--- config.mk ---
export PLATFORM = sky130hd
export DESIGN_NAME = escape_sequence_decoder
export DESIGN_NICKNAME = d
export VERILOG_FILES = /design/src/design/esd_pkg.sv /design/src/design/escape_sequence_decoder.sv /design/src/design/esd_front.sv /design/src/design/esd_queue.sv /design/src/design/esd_back.sv
export SDC_FILE = /design/constraint.sdc
export NUM_CORES = 1
export LEC_CHECK = 0
export BUFFER_PORTS_ARGS = -buffer_cell sky130_fd_sc_hd__buf_2
export CAP_MARGIN = 20
export CORE_MARGIN = 2
export CORE_UTILIZATION = 47
export DETAILED_ROUTE_END_ITERATION = 8
export PLACE_DENSITY = 0.67
export REMOVE_ABC_BUFFERS = 1
export SLEW_MARGIN = 10
export SYNTH_ARGS = -nofsm -noshare
export SYNTH_HDL_FRONTEND = slang
export SYNTH_SLANG_ARGS = --single-unit
--- constraint.sdc ---
create_clock -name clk -period 2.9 [get_ports clk]
set_clock_uncertainty 0.15 [all_clocks]
set_input_delay 0 -clock clk [delete_from_list [all_inputs] [get_ports clk]]
set_output_delay 0 -clock clk [all_outputs]
set_load 0.005 [all_outputs]
--- src/design/esd_pkg.sv ---
// shared item and queue entry types for the escape sequence decoder
`timescale 1ns / 1ps

package esd_pkg;

  typedef struct packed {
    logic [7:0] in_byte;
    logic       end_of_string;
  } in_item_t;

  typedef struct packed {
    logic [7:0] out_byte;
    logic       is_end;
    logic       failed;
  } out_item_t;

  // work left for the back end by one input item: a decoded byte, an end mark, or both
  typedef struct packed {
    logic       has_byte;
    logic [7:0] data;
    logic       has_end;
    logic       end_failed;
  } cmd_t;

endpackage

--- src/design/escape_sequence_decoder.sv ---
// top level of the escape sequence decoder
`timescale 1ns / 1ps

// Decodes C-style backslash escapes from a byte stream. One input item (a raw
// byte plus an end-of-string flag) can be taken every cycle while the command
// queue is not full; the mode machine in the front end decides each item in
// the cycle it is accepted. Results leave at one per cycle while out_ready is
// high, from a registered output, so an item with a decoded byte and end mark
// gives two results; the QUEUE_DEPTH-entry command queue ahead of the output
// register absorbs such bursts and output stalls. After a failed end mark the
// caller drops the bytes already delivered for that string.
module escape_sequence_decoder #(
  parameter int QUEUE_DEPTH = 4
) (
  input  logic               clk,
  input  logic               rst_n,
  input  logic               in_valid,
  output logic               in_ready,
  input  esd_pkg::in_item_t  in_item,
  output logic               out_valid,
  input  logic               out_ready,
  output esd_pkg::out_item_t out_item
);
  import esd_pkg::*;

  logic push;
  cmd_t push_cmd;
  logic q_full;
  logic pop;
  logic q_valid;
  cmd_t head;
  logic second_r;

  esd_front u_front (
    .clk      (clk),
    .rst_n    (rst_n),
    .in_valid (in_valid),
    .in_ready (in_ready),
    .in_item  (in_item),
    .push     (push),
    .push_cmd (push_cmd),
    .q_full   (q_full)
  );

  esd_queue #(
    .DEPTH (QUEUE_DEPTH)
  ) u_queue (
    .clk      (clk),
    .rst_n    (rst_n),
    .push     (push),
    .push_cmd (push_cmd),
    .full     (q_full),
    .pop      (pop),
    .q_valid  (q_valid),
    .head     (head)
  );

  esd_back u_back (
    .clk       (clk),
    .rst_n     (rst_n),
    .q_valid   (q_valid),
    .head      (head),
    .pop       (pop),
    .out_valid (out_valid),
    .out_ready (out_ready),
    .out_item  (out_item),
    .second_r  (second_r)
  );

  // the last byte of a string always leaves a command behind
  a_eos_pushes: assert property (@(posedge clk) disable iff (!rst_n)
    in_valid && in_ready && in_item.end_of_string |-> push)
    else $error("end of string accepted without a command");

  // a byte result never carries a failure
  a_byte_not_failed: assert property (@(posedge clk) disable iff (!rst_n)
    out_valid && !out_item.is_end |-> !out_item.failed)
    else $error("decoded byte marked failed");

  // the pending end mark waits on a command still at the queue head
  a_second_has_head: assert property (@(posedge clk) disable iff (!rst_n)
    second_r |-> q_valid && head.has_end && head.has_byte)
    else $error("end mark pending without its command");

  // a byte result followed by the end mark of the same command
  a_second_follows_byte: assert property (@(posedge clk) disable iff (!rst_n)
    $rose(second_r) |-> out_valid && !out_item.is_end)
    else $error("pending end mark without a byte before it");

endmodule

--- src/design/esd_front.sv ---
// front end: accepts raw bytes, runs the escape mode machine, emits result commands
`timescale 1ns / 1ps

module esd_front (
  input  logic             clk,
  input  logic             rst_n,
  input  logic             in_valid,
  output logic             in_ready,
  input  esd_pkg::in_item_t in_item,
  output logic             push,
  output esd_pkg::cmd_t    push_cmd,
  input  logic             q_full
);
  import esd_pkg::*;

  typedef enum logic [1:0] {
    MODE_TEXT   = 2'd0,
    MODE_ESC    = 2'd1,
    MODE_HEX_HI = 2'd2,
    MODE_HEX_LO = 2'd3
  } mode_t;

  localparam logic [7:0] CH_BSLASH = 8'h5C;
  localparam logic [7:0] CH_N      = 8'h6E;
  localparam logic [7:0] CH_T      = 8'h74;
  localparam logic [7:0] CH_R      = 8'h72;
  localparam logic [7:0] CH_ZERO   = 8'h30;
  localparam logic [7:0] CH_SQUOTE = 8'h27;
  localparam logic [7:0] CH_DQUOTE = 8'h22;
  localparam logic [7:0] CH_X      = 8'h78;
  localparam logic [7:0] CH_LF     = 8'h0A;
  localparam logic [7:0] CH_TAB    = 8'h09;
  localparam logic [7:0] CH_CR     = 8'h0D;
  localparam logic [7:0] CH_NUL    = 8'h00;

  // {valid, value} of one hex digit in either case
  function automatic logic [4:0] hex_digit(input logic [7:0] c);
    logic [4:0] r;
    r = 5'd0;
    if (c >= 8'h30 && c <= 8'h39) begin
      r = {1'b1, c[3:0]};
    end else if ((c >= 8'h61 && c <= 8'h66) || (c >= 8'h41 && c <= 8'h46)) begin
      r = {1'b1, c[3:0] + 4'd9};
    end
    return r;
  endfunction

  mode_t      mode_r, mode_nxt;
  logic [3:0] nib_r, nib_nxt;
  logic       disc_r, disc_nxt;
  logic       fail;
  logic       have;
  logic [7:0] b;
  logic [4:0] hx;
  logic       accept;

  assign in_ready = !q_full;
  assign accept   = in_valid && in_ready;
  assign hx       = hex_digit(in_item.in_byte);

  always_comb begin
    fail     = 1'b0;
    have     = 1'b0;
    b        = 8'd0;
    mode_nxt = mode_r;
    nib_nxt  = nib_r;
    disc_nxt = disc_r;
    if (disc_r) begin
      fail = 1'b1;
    end else begin
      unique case (mode_r)
        MODE_TEXT: begin
          if (in_item.in_byte == CH_BSLASH) begin
            mode_nxt = MODE_ESC;
          end else begin
            b    = in_item.in_byte;
            have = 1'b1;
          end
        end
        MODE_ESC: begin
          mode_nxt = MODE_TEXT;
          have     = 1'b1;
          unique case (in_item.in_byte)
            CH_N:      b = CH_LF;
            CH_T:      b = CH_TAB;
            CH_R:      b = CH_CR;
            CH_ZERO:   b = CH_NUL;
            CH_BSLASH: b = CH_BSLASH;
            CH_SQUOTE: b = CH_SQUOTE;
            CH_DQUOTE: b = CH_DQUOTE;
            CH_X: begin
              have     = 1'b0;
              mode_nxt = MODE_HEX_HI;
            end
            default: begin
              have = 1'b0;
              fail = 1'b1;
            end
          endcase
        end
        MODE_HEX_HI: begin
          if (!hx[4]) begin
            fail     = 1'b1;
            mode_nxt = MODE_TEXT;
          end else begin
            nib_nxt  = hx[3:0];
            mode_nxt = MODE_HEX_LO;
          end
        end
        MODE_HEX_LO: begin
          mode_nxt = MODE_TEXT;
          if (!hx[4]) begin
            fail = 1'b1;
          end else begin
            b    = {nib_r, hx[3:0]};
            have = 1'b1;
          end
        end
        default: begin
          mode_nxt = MODE_TEXT;
        end
      endcase
    end
    if (fail) begin
      have     = 1'b0;
      mode_nxt = MODE_TEXT;
      disc_nxt = 1'b1;
    end
    push_cmd.has_byte   = have;
    push_cmd.data       = b;
    push_cmd.has_end    = in_item.end_of_string;
    // an escape still open at the last byte counts as cut off
    push_cmd.end_failed = fail || (mode_nxt != MODE_TEXT);
    if (in_item.end_of_string) begin
      mode_nxt = MODE_TEXT;
      nib_nxt  = 4'd0;
      disc_nxt = 1'b0;
    end
  end

  assign push = accept && (have || in_item.end_of_string);

  always_ff @(posedge clk) begin
    if (!rst_n) begin
      mode_r <= MODE_TEXT;
      nib_r  <= 4'd0;
      disc_r <= 1'b0;
    end else if (accept) begin
      mode_r <= mode_nxt;
      nib_r  <= nib_nxt;
      disc_r <= disc_nxt;
    end
  end

endmodule

--- src/design/esd_queue.sv ---
// small command queue between the front and back ends
`timescale 1ns / 1ps

module esd_queue #(
  parameter int DEPTH = 4
) (
  input  logic          clk,
  input  logic          rst_n,
  input  logic          push,
  input  esd_pkg::cmd_t push_cmd,
  output logic          full,
  input  logic          pop,
  output logic          q_valid,
  output esd_pkg::cmd_t head
);
  import esd_pkg::*;

  localparam int PW = (DEPTH > 1) ? $clog2(DEPTH) : 1;
  localparam int CW = $clog2(DEPTH + 1);
  localparam logic [PW-1:0] LAST = PW'(DEPTH - 1);
  localparam logic [CW-1:0] FULL_CNT = CW'(DEPTH);

  cmd_t          slots_r [DEPTH];
  logic [PW-1:0] wr_r, wr_nxt;
  logic [PW-1:0] rd_r, rd_nxt;
  logic [CW-1:0] cnt_r, cnt_nxt;
  logic          do_push;
  logic          do_pop;

  assign full    = (cnt_r == FULL_CNT);
  assign q_valid = (cnt_r != '0);
  assign head    = slots_r[rd_r];
  assign do_push = push && !full;
  assign do_pop  = pop && q_valid;

  always_comb begin
    wr_nxt  = wr_r;
    rd_nxt  = rd_r;
    cnt_nxt = cnt_r;
    if (do_push) begin
      wr_nxt = (wr_r == LAST) ? '0 : wr_r + 1'b1;
    end
    if (do_pop) begin
      rd_nxt = (rd_r == LAST) ? '0 : rd_r + 1'b1;
    end
    if (do_push && !do_pop) begin
      cnt_nxt = cnt_r + 1'b1;
    end else if (do_pop && !do_push) begin
      cnt_nxt = cnt_r - 1'b1;
    end
  end

  always_ff @(posedge clk) begin
    if (!rst_n) begin
      wr_r  <= '0;
      rd_r  <= '0;
      cnt_r <= '0;
    end else begin
      wr_r  <= wr_nxt;
      rd_r  <= rd_nxt;
      cnt_r <= cnt_nxt;
    end
  end

  always_ff @(posedge clk) begin
    if (do_push) begin
      slots_r[wr_r] <= push_cmd;
    end
  end

endmodule

--- src/design/esd_back.sv ---
// back end: expands queued commands into result items behind an output register
`timescale 1ns / 1ps

module esd_back (
  input  logic               clk,
  input  logic               rst_n,
  input  logic               q_valid,
  input  esd_pkg::cmd_t      head,
  output logic               pop,
  output logic               out_valid,
  input  logic               out_ready,
  output esd_pkg::out_item_t out_item,
  output logic               second_r
);
  import esd_pkg::*;

  logic      out_valid_r, out_valid_nxt;
  out_item_t out_item_r, out_item_nxt;
  logic      second_nxt;
  logic      load;

  assign load = q_valid && (!out_valid_r || out_ready);

  always_comb begin
    out_valid_nxt = out_valid_r && !out_ready;
    out_item_nxt  = out_item_r;
    second_nxt    = second_r;
    pop           = 1'b0;
    if (load) begin
      out_valid_nxt = 1'b1;
      if (head.has_byte && !second_r) begin
        out_item_nxt = '{out_byte: head.data, is_end: 1'b0, failed: 1'b0};
        // byte first, end mark on the next slot
        if (head.has_end) begin
          second_nxt = 1'b1;
        end else begin
          pop = 1'b1;
        end
      end else begin
        out_item_nxt = '{out_byte: 8'd0, is_end: 1'b1, failed: head.end_failed};
        second_nxt   = 1'b0;
        pop          = 1'b1;
      end
    end
  end

  always_ff @(posedge clk) begin
    if (!rst_n) begin
      out_valid_r <= 1'b0;
      second_r    <= 1'b0;
    end else begin
      out_valid_r <= out_valid_nxt;
      second_r    <= second_nxt;
    end
  end

  always_ff @(posedge clk) begin
    out_item_r <= out_item_nxt;
  end

  assign out_valid = out_valid_r;
  assign out_item  = out_item_r;

endmodule

==> qor.yml, run 1 <==
min_path:
  hp-start: "in_item[6]"
  whs_path_depth: 4
  min_to: "u_queue.slots_r[2][7]"
  hold_class: "primary input to flop"
logic_synthesis:
  ys_ff_latch: 72
  yosysUniqueCellTypes: 60
  synth_ff_type: "edfxtp_1"
  syn_area_um2: 3490
  synth-edff-count: 54
  seq_area_frac_synth_pct: 56.79
  avgSynthCellArea_um2: 12.33
  synthCells: 283
  synthArstFlopShare_pct: 0
  ys_warn_count: 0
final_layout:
  synthToLayoutAreaGrowth_pct: 25.46
  stdcell_area_um2: 4378
  layout-drive-gt1-share_pct: 31.04
  antenna_cells: 0
  fill_cells: 585
  layout.nets: 383
  register_area_um2: 1982
  multi_input_area_um2: 1436
  final_util_pct: 60.68
setup_path:
  slowest_delay_ps: 380
  worstSetupEndpointType: "flop"
  rr_endpoint: "u_queue.cnt_r[2]"
  crit_top_cell: "buf_4"
  path_max_fanout: 17
  cp.arrival_ps: 2910
  rrSetupSlack_ps: 120
  crit_slowest_cell: "fa_1"
  startpoint_type: "flop"
  reg2reg_depth: 12
  required_ps: 3030
  timing.rr.start: "u_front.mode_r[0]"
  path_class: "flop to flop"
  crit_chain: "buf_4 > nor2_1 > a311oi_2 > buf_4 > o21bai_4 > a21oi_4 > ha_1 > inv_1 > fa_1 > xor2_1 > or3_1 > a21boi_1"
cts:
  cts.path.max_buffers: 2
  path_clk_slew_ps: 80
  post_cts_buffers: 0
  clkSinkCount: 72
  h-tree-depth: 3
  cts-root-buf: "clkbuf_8"
  cts_made_buffers: 9
  tritoncts: "done"
  insertion_delay_ps: 350
global_route:
  antenna_found_initial: 0
  grt_pass1_wl_mm: 11.72
  overflow: 0
  grt.total_usage_pct: 18.45
  first_global_vias: 2429
  grt_max_degree: 19
floorplan:
  die_width_um: 90.17
  core_um2: 7214
  dieHeight_um: 90.17
  fp.dieArea_um2: 8130
  ioPinCount: 25
  initial_core_util_pct: 48.37
  rows: 31
flow_run:
  max_cap_viol_count: 0
placement:
  place_hpwl_mm: 4.964
  gp_congestion: 0.9271
  postPlaceCellArea_um2: 4090
  io_buffers: 24
detailed_routing:
  num_vias: 2429
  drtIter0Drc: 142
  wl_per_cell_um: 14.95
  vias_per_cell: 5.246
  drtPass1Iterations: 4
  antenna_left: 0
  wl_mm: 6.920
  drc: 0
timing:
  min_period_over_period_pct: 95.78
  hold_viol: 0
  maxSlewViolCount: 0
  fmax_ghz: 0.3600
  maxSlewHeadroom_pct: 72.08
  rsz0062_at_grt: "no"
  setup_viol: 0
  fin_crit_ps: 2778
  worst_pin_slew_ps: 417.9
power:
  power_density_nw_per_um2: 708.4
  leakagePower_nw: 1.648
  finalPower_mw: 3.101
  vdd_ir_drop_max_mv: 0.3413
run_status:
  status: "finished, final reports clean"
## cell usage in the layout, fill, tap and decap left out, drive strengths merged, types with 2 or more instances in the layout
master	instances
edfxtp	54
nor2	18
clkbuf	9
a211o	2
nor4	2
and2	12
buf	72
o21a	2
o21bai	3
clkinv	2
xor2	3
nor3	2
nand3b	2
a21boi	4
a311oi	2
or3	3
a21oi	12
mux4	11
nand2b	4
inv	16
dlygate4sd3	5
a22oi	2
nand3	3
ha	10
o311ai	2
or3b	2
xnor2	2
mux2i	5
o21ai	11
clkinvlp	2
nor2b	15
nand4b	2
dfxtp	18
nand2	29
## cells by family (layout without fill, tap and decap cells)
logic type	Yosys count	in the layout	share of synthesized area, %
and+or+nand+nor	101	101	15.27
DFF	72	72	56.79
AOI/OAI and AO/OA	52	52	10.94
buffers and inverters	26	107	3.047
muxes	16	16	8.534
adders and majority gates	11	11	4.159
xor gates and xnor gates	5	5	1.255
## worst max path at each step
stage,start,endpoint,slack [ps],depth (start not counted)
final,u_front.mode_r[0],u_queue.cnt_r[2],120,12
after global routing,in_item[1],u_queue.cnt_r[2],4,15
after floorplan,in_item[8],u_queue.cnt_r[2],-310,12
after CTS,in_item[2],u_queue.cnt_r[2],40,15
after global placement,in_item[2],u_queue.cnt_r[2],-200,15
after detailed placement,in_item[2],u_queue.cnt_r[2],-340,15
## stage by stage
step           instances  worst slack (ps)  TNS [ps]  hold slack, ps
2_1_floorplan        271            -313.3    -313.3          -51.13
3_3_place_gp         442            -201.8    -201.8           127.3
3_5_place_dp         442            -341.3    -341.3           154.1
4_1_cts              463             35.80         0           114.3
5_1_grt              463             3.804         0           150.0
6_report             463             122.4         0           130.8
## critical path: cells and delay by family (launching register included)
| family | cells | cell delay (ps) |
|---|---|---|
| XOR/XNOR | 1 | 180 |
| adder cells (fa/ha/maj) | 2 | 560 |
| AO/OA/AOI/OAI | 4 | 640 |
| flip-flops | 1 | 330 |
| AND/OR/NAND/NOR | 2 | 410 |
| buffers and inverters | 3 | 430 |
## power breakdown
| part | internal [mW] | total (mW) | switching [mW] |
|---|---|---|---|
| Sequential | 1.34 | 1.42 | 0.0832 |
| Combinational | 0.472 | 0.878 | 0.407 |
| Clock | 0.405 | 0.800 | 0.394 |
| Total | 2.22 | 3.10 | 0.884 |
## per-layer routing
layer	vias to the layer above	share of wire (%)	global-route usage, %
met5	-	0	0
met4	0	1.4	4.744
met3	11	4.5	6.035
met2	55	49	30.14
met1	1162	45	23.86
li1	1201	-	-
## sequential cells by signal, summed over array words and instances (netlist names), named ones only
register,count
u_back.out_item,10
u_back.out_valid,1
u_back.second_r,1
u_front.disc_r,1
u_front.mode_r,2
u_front.nib_r,4
u_queue.cnt_r,3
u_queue.rd_r,2
u_queue.slots_r,44
u_queue.wr_r,2
## cell usage after synthesis (2+ instances only)
master	number	share of area [%]
inv_1	14	1.5
mux4_2	11	7.1
o21bai_1	2	0.43
clkbuf_1	9	0.97
nand3_1	3	0.43
nor2b_1	15	2.7
a21boi_0	3	0.65
ha_1	10	3.6
o21ai_0	10	1.4
o21a_1	2	0.43
dfxtp_1	18	10
a21oi_1	11	1.6
a211o_1	2	0.50
nor2_1	18	1.9
a311oi_1	2	0.50
and2_1	11	2.0
nand4b_1	2	0.50
mux2i_1	5	1.4
edfxtp_1	54	46
nor4_1	2	0.36
nand2b_1	4	0.72
nand3b_1	2	0.43
a22oi_1	2	0.43
xor2_1	3	0.75
nand2_1	29	3.1
nor3_1	2	0.29
xnor2_1	2	0.50
or3_1	3	0.54
## what timing repair did
| action | in CTS | in global routing |
|---|---|---|
| gates resized for setup | 0 | 10 |
| hold buffers | 5 | 0 |
| hold endpoints to repair | 22 | 0 |
| setup endpoints to repair | 0 | 1 |
## cell type report
cell class | instances | area share [%]
flip-flops and latches | 72 | 45.27
clock inverters | 7 | 1.801
clock buffers | 9 | 2.829
repair buffers | 77 | 13.26
inverters | 14 | 1.200
well taps | 99 | 2.829
multi-input cells | 185 | 32.81
Note: power is estimated with default switching activity, not from simulation.
==> run 2: changes to the inputs <==
PLACE_DENSITY = default   (was 0.67)
PLACE_DENSITY_LB_ADDON = 0.15   (was default)
==> qor.yml, run 2 (synthesis results as in run 1) <==
detailed_routing:
  antenna_left: 0  # unchanged
  wl_mm: 6.707  # was 6.920 mm
  num_vias: 2337  # was 2429
  wl_per_cell_um: 14.68  # was 14.95 um
  drc: 0  # unchanged
  drtPass1Iterations: 4  # unchanged
  vias_per_cell: 5.114  # was 5.246
  drtIter0Drc: 102  # was 142
timing:
  tns_ps: 0  # unchanged
  hold_viol: 0  # unchanged
  fmax_ghz: 0.3613  # was 0.3600 GHz
  worst_pin_slew_ps: 398.7  # was 417.9 ps
  maxSlewViolCount: 0  # unchanged
  setup_viol: 0  # unchanged
  maxSlewHeadroom_pct: 73.37  # was 72.08%
  fin_crit_ps: 2768  # was 2778 ps
  min_period_over_period_pct: 95.45  # was 95.78%
setup_path:
  worstSetupEndpointType: "flop"  # unchanged
  startpoint_type: "primary input"  # was flop
  required_ps: 3030  # about the same
  reg2reg_depth: 12  # unchanged
  cp.arrival_ps: 2900  # was 2910 ps
  timing.rr.start: "u_front.mode_r[0]"  # unchanged
  rr_endpoint: "u_queue.cnt_r[2]"  # unchanged
  rrSetupSlack_ps: 170  # was 120 ps
  path_max_fanout: 3  # was 17
  path_class: "primary input to flop"  # was flop to flop
cts:
  cts-root-buf: "clkbuf_8"  # unchanged
  cts_made_buffers: 9  # unchanged
  tritoncts: "done"  # unchanged
  clkSinkCount: 72  # unchanged
  cts.path.max_buffers: 2  # unchanged
  insertion_delay_ps: 340  # was 350 ps
  h-tree-depth: 3  # unchanged
  path_clk_slew_ps: 80  # about the same
placement:
  dp_cells: 435  # was 442
  io_buffers: 24  # unchanged
  postPlaceCellArea_um2: 4025  # was 4090 um^2
  place_hpwl_mm: 4.919  # was 4.964 mm
  gp_congestion: 0.9431  # was 0.9271
global_route:
  grt.met2_usage_pct: 28.70  # was 30.14%
  grtUsageMet1_pct: 22.97  # was 23.86%
  grt.total_usage_pct: 17.76  # was 18.45%
  busiest_layer: "met2"  # unchanged
  first_global_vias: 2358  # was 2429
  antenna_found_initial: 0  # unchanged
  overflow: 0  # unchanged
  grt_max_degree: 19  # unchanged
  use_met3_pct: 4.443  # was 6.035%
  grt_pass1_wl_mm: 11.32  # was 11.72 mm
power:
  vdd_ir_drop_max_mv: 0.3973  # was 0.3413 mV
  leakagePower_nw: 1.626  # was 1.648 nW
  finalPower_mw: 3.133  # was 3.101 mW
  power_density_nw_per_um2: 722.6  # was 708.4 nW/um^2
min_path:
  hold_class: "primary input to flop"  # unchanged
  min_to: "u_front.nib_r[2]"  # was u_queue.slots_r[2][7]
  whs_path_depth: 4  # unchanged
  hp-start: "in_valid"  # was in_item[6]
floorplan:
  ioPinCount: 25  # unchanged
  rows: 31  # unchanged
  fp.dieArea_um2: 8130  # unchanged
  initial_core_util_pct: 48.37  # unchanged
  dieHeight_um: 90.17  # unchanged
  die_width_um: 90.17  # unchanged
  core_um2: 7214  # unchanged
final_layout:
  largest_register_ffs: 44  # unchanged
  layout-drive-gt1-share_pct: 30.45  # was 31.04%
  stdcell_area_um2: 4335  # was 4378 um^2
  fill_cells: 621  # was 585
  antenna_cells: 0  # unchanged
  synthToLayoutAreaGrowth_pct: 24.24  # was 25.46%
  layout.nets: 377  # was 383
  final-instance-count-excl-fill: 457  # was 463
  regMostFlops: "u_queue.slots_r"  # unchanged
  final_common_cell: "edfxtp_1"  # unchanged
  most-common-layout-cells: "edfxtp_1 (54), buf_4 (40), nand2_1 (29), buf_2 (24)"  # was edfxtp_1 (54), buf_4 (44), nand2_1 (29), buf_2 (24)
run_status:
  status: "finished, final reports clean"  # unchanged
flow_run:
  max_cap_viol_count: 0  # unchanged
-- run 2: changes by cell type in the layout (fill, tap and decap cells not counted), sizes merged --
| cell | previous run | this run |
|---|---|---|
| dlygate4sd3 | 5 | 4 |
| bufinv | 1 | 2 |
| clkinvlp | 2 | 1 |
| buf | 72 | 67 |
-- run 2: metal layers --
metal  up-vias  share of wire (%)
li1       1179                  -
met1      1103                 46
met2        44                 48
met3        11                3.5
met4         0                1.7
met5         -                  0
-- run 2: cell type report --
cell class | count | area [um^2] | area share, %
clock inverter | 7 | 93.84 | 2.165
inverter | 14 | 52.55 | 1.212
timing repair buffer | 71 | 520.5 | 12.01
multi-input combinational | 185 | 1439 | 33.19
clock buffer | 9 | 123.9 | 2.857
sequential | 72 | 1982 | 45.71
tap | 99 | 123.9 | 2.857
-- run 2: power breakdown --
part           internal, mW  switching, mW
registers              1.34         0.0765
logic                 0.453          0.398
clock network         0.486          0.378
total                  2.28          0.853
-- run 2: timing repair --
action	in CTS	in global routing
setup endpoints to repair	0	1
endpoints found under the hold margin	22	0
gates resized for setup	0	12
setup buffers	0	2
hold buffers	4	0
-- run 2: critical path, stage by stage --
cell and delay (ps):
buf_2 110, or3b_1 400, a211o_1 300, and2_4 140, a221o_1 360, o21bai_4 190, a21oi_4 160, ha_2 190
inv_1 50, fa_1 370, xor2_1 170, or3_1 310, a21boi_1 140
-- run 2: through the flow --
stage / hold slack (ps) / setup slack [ps] / utilization [%]
2_1_floorplan: -51.13 / -313.3 / -
3_3_place_gp: 125.2 / -252.8 / 55.79
3_5_place_dp: 142.0 / -319.8 / 55.79
4_1_cts: 0.9228 / 46.43 / 59.37
5_1_grt: 19.70 / -30.38 / 60.09
6_report: 0.06975 / 131.9 / 60.09
-- run 2: how the worst max path moves through the flow --
stage,start,to,slack (ps),depth (start not counted)
floorplan,in_item[8],u_queue.cnt_r[2],-310,12
global placement,in_item[1],u_queue.cnt_r[2],-250,17
detailed placement,in_item[1],u_queue.cnt_r[2],-320,17
CTS,in_item[1],u_queue.cnt_r[2],50,17
global route,in_item[1],u_queue.cnt_r[2],-30,15
finish,in_item[8],u_queue.cnt_r[2],130,13
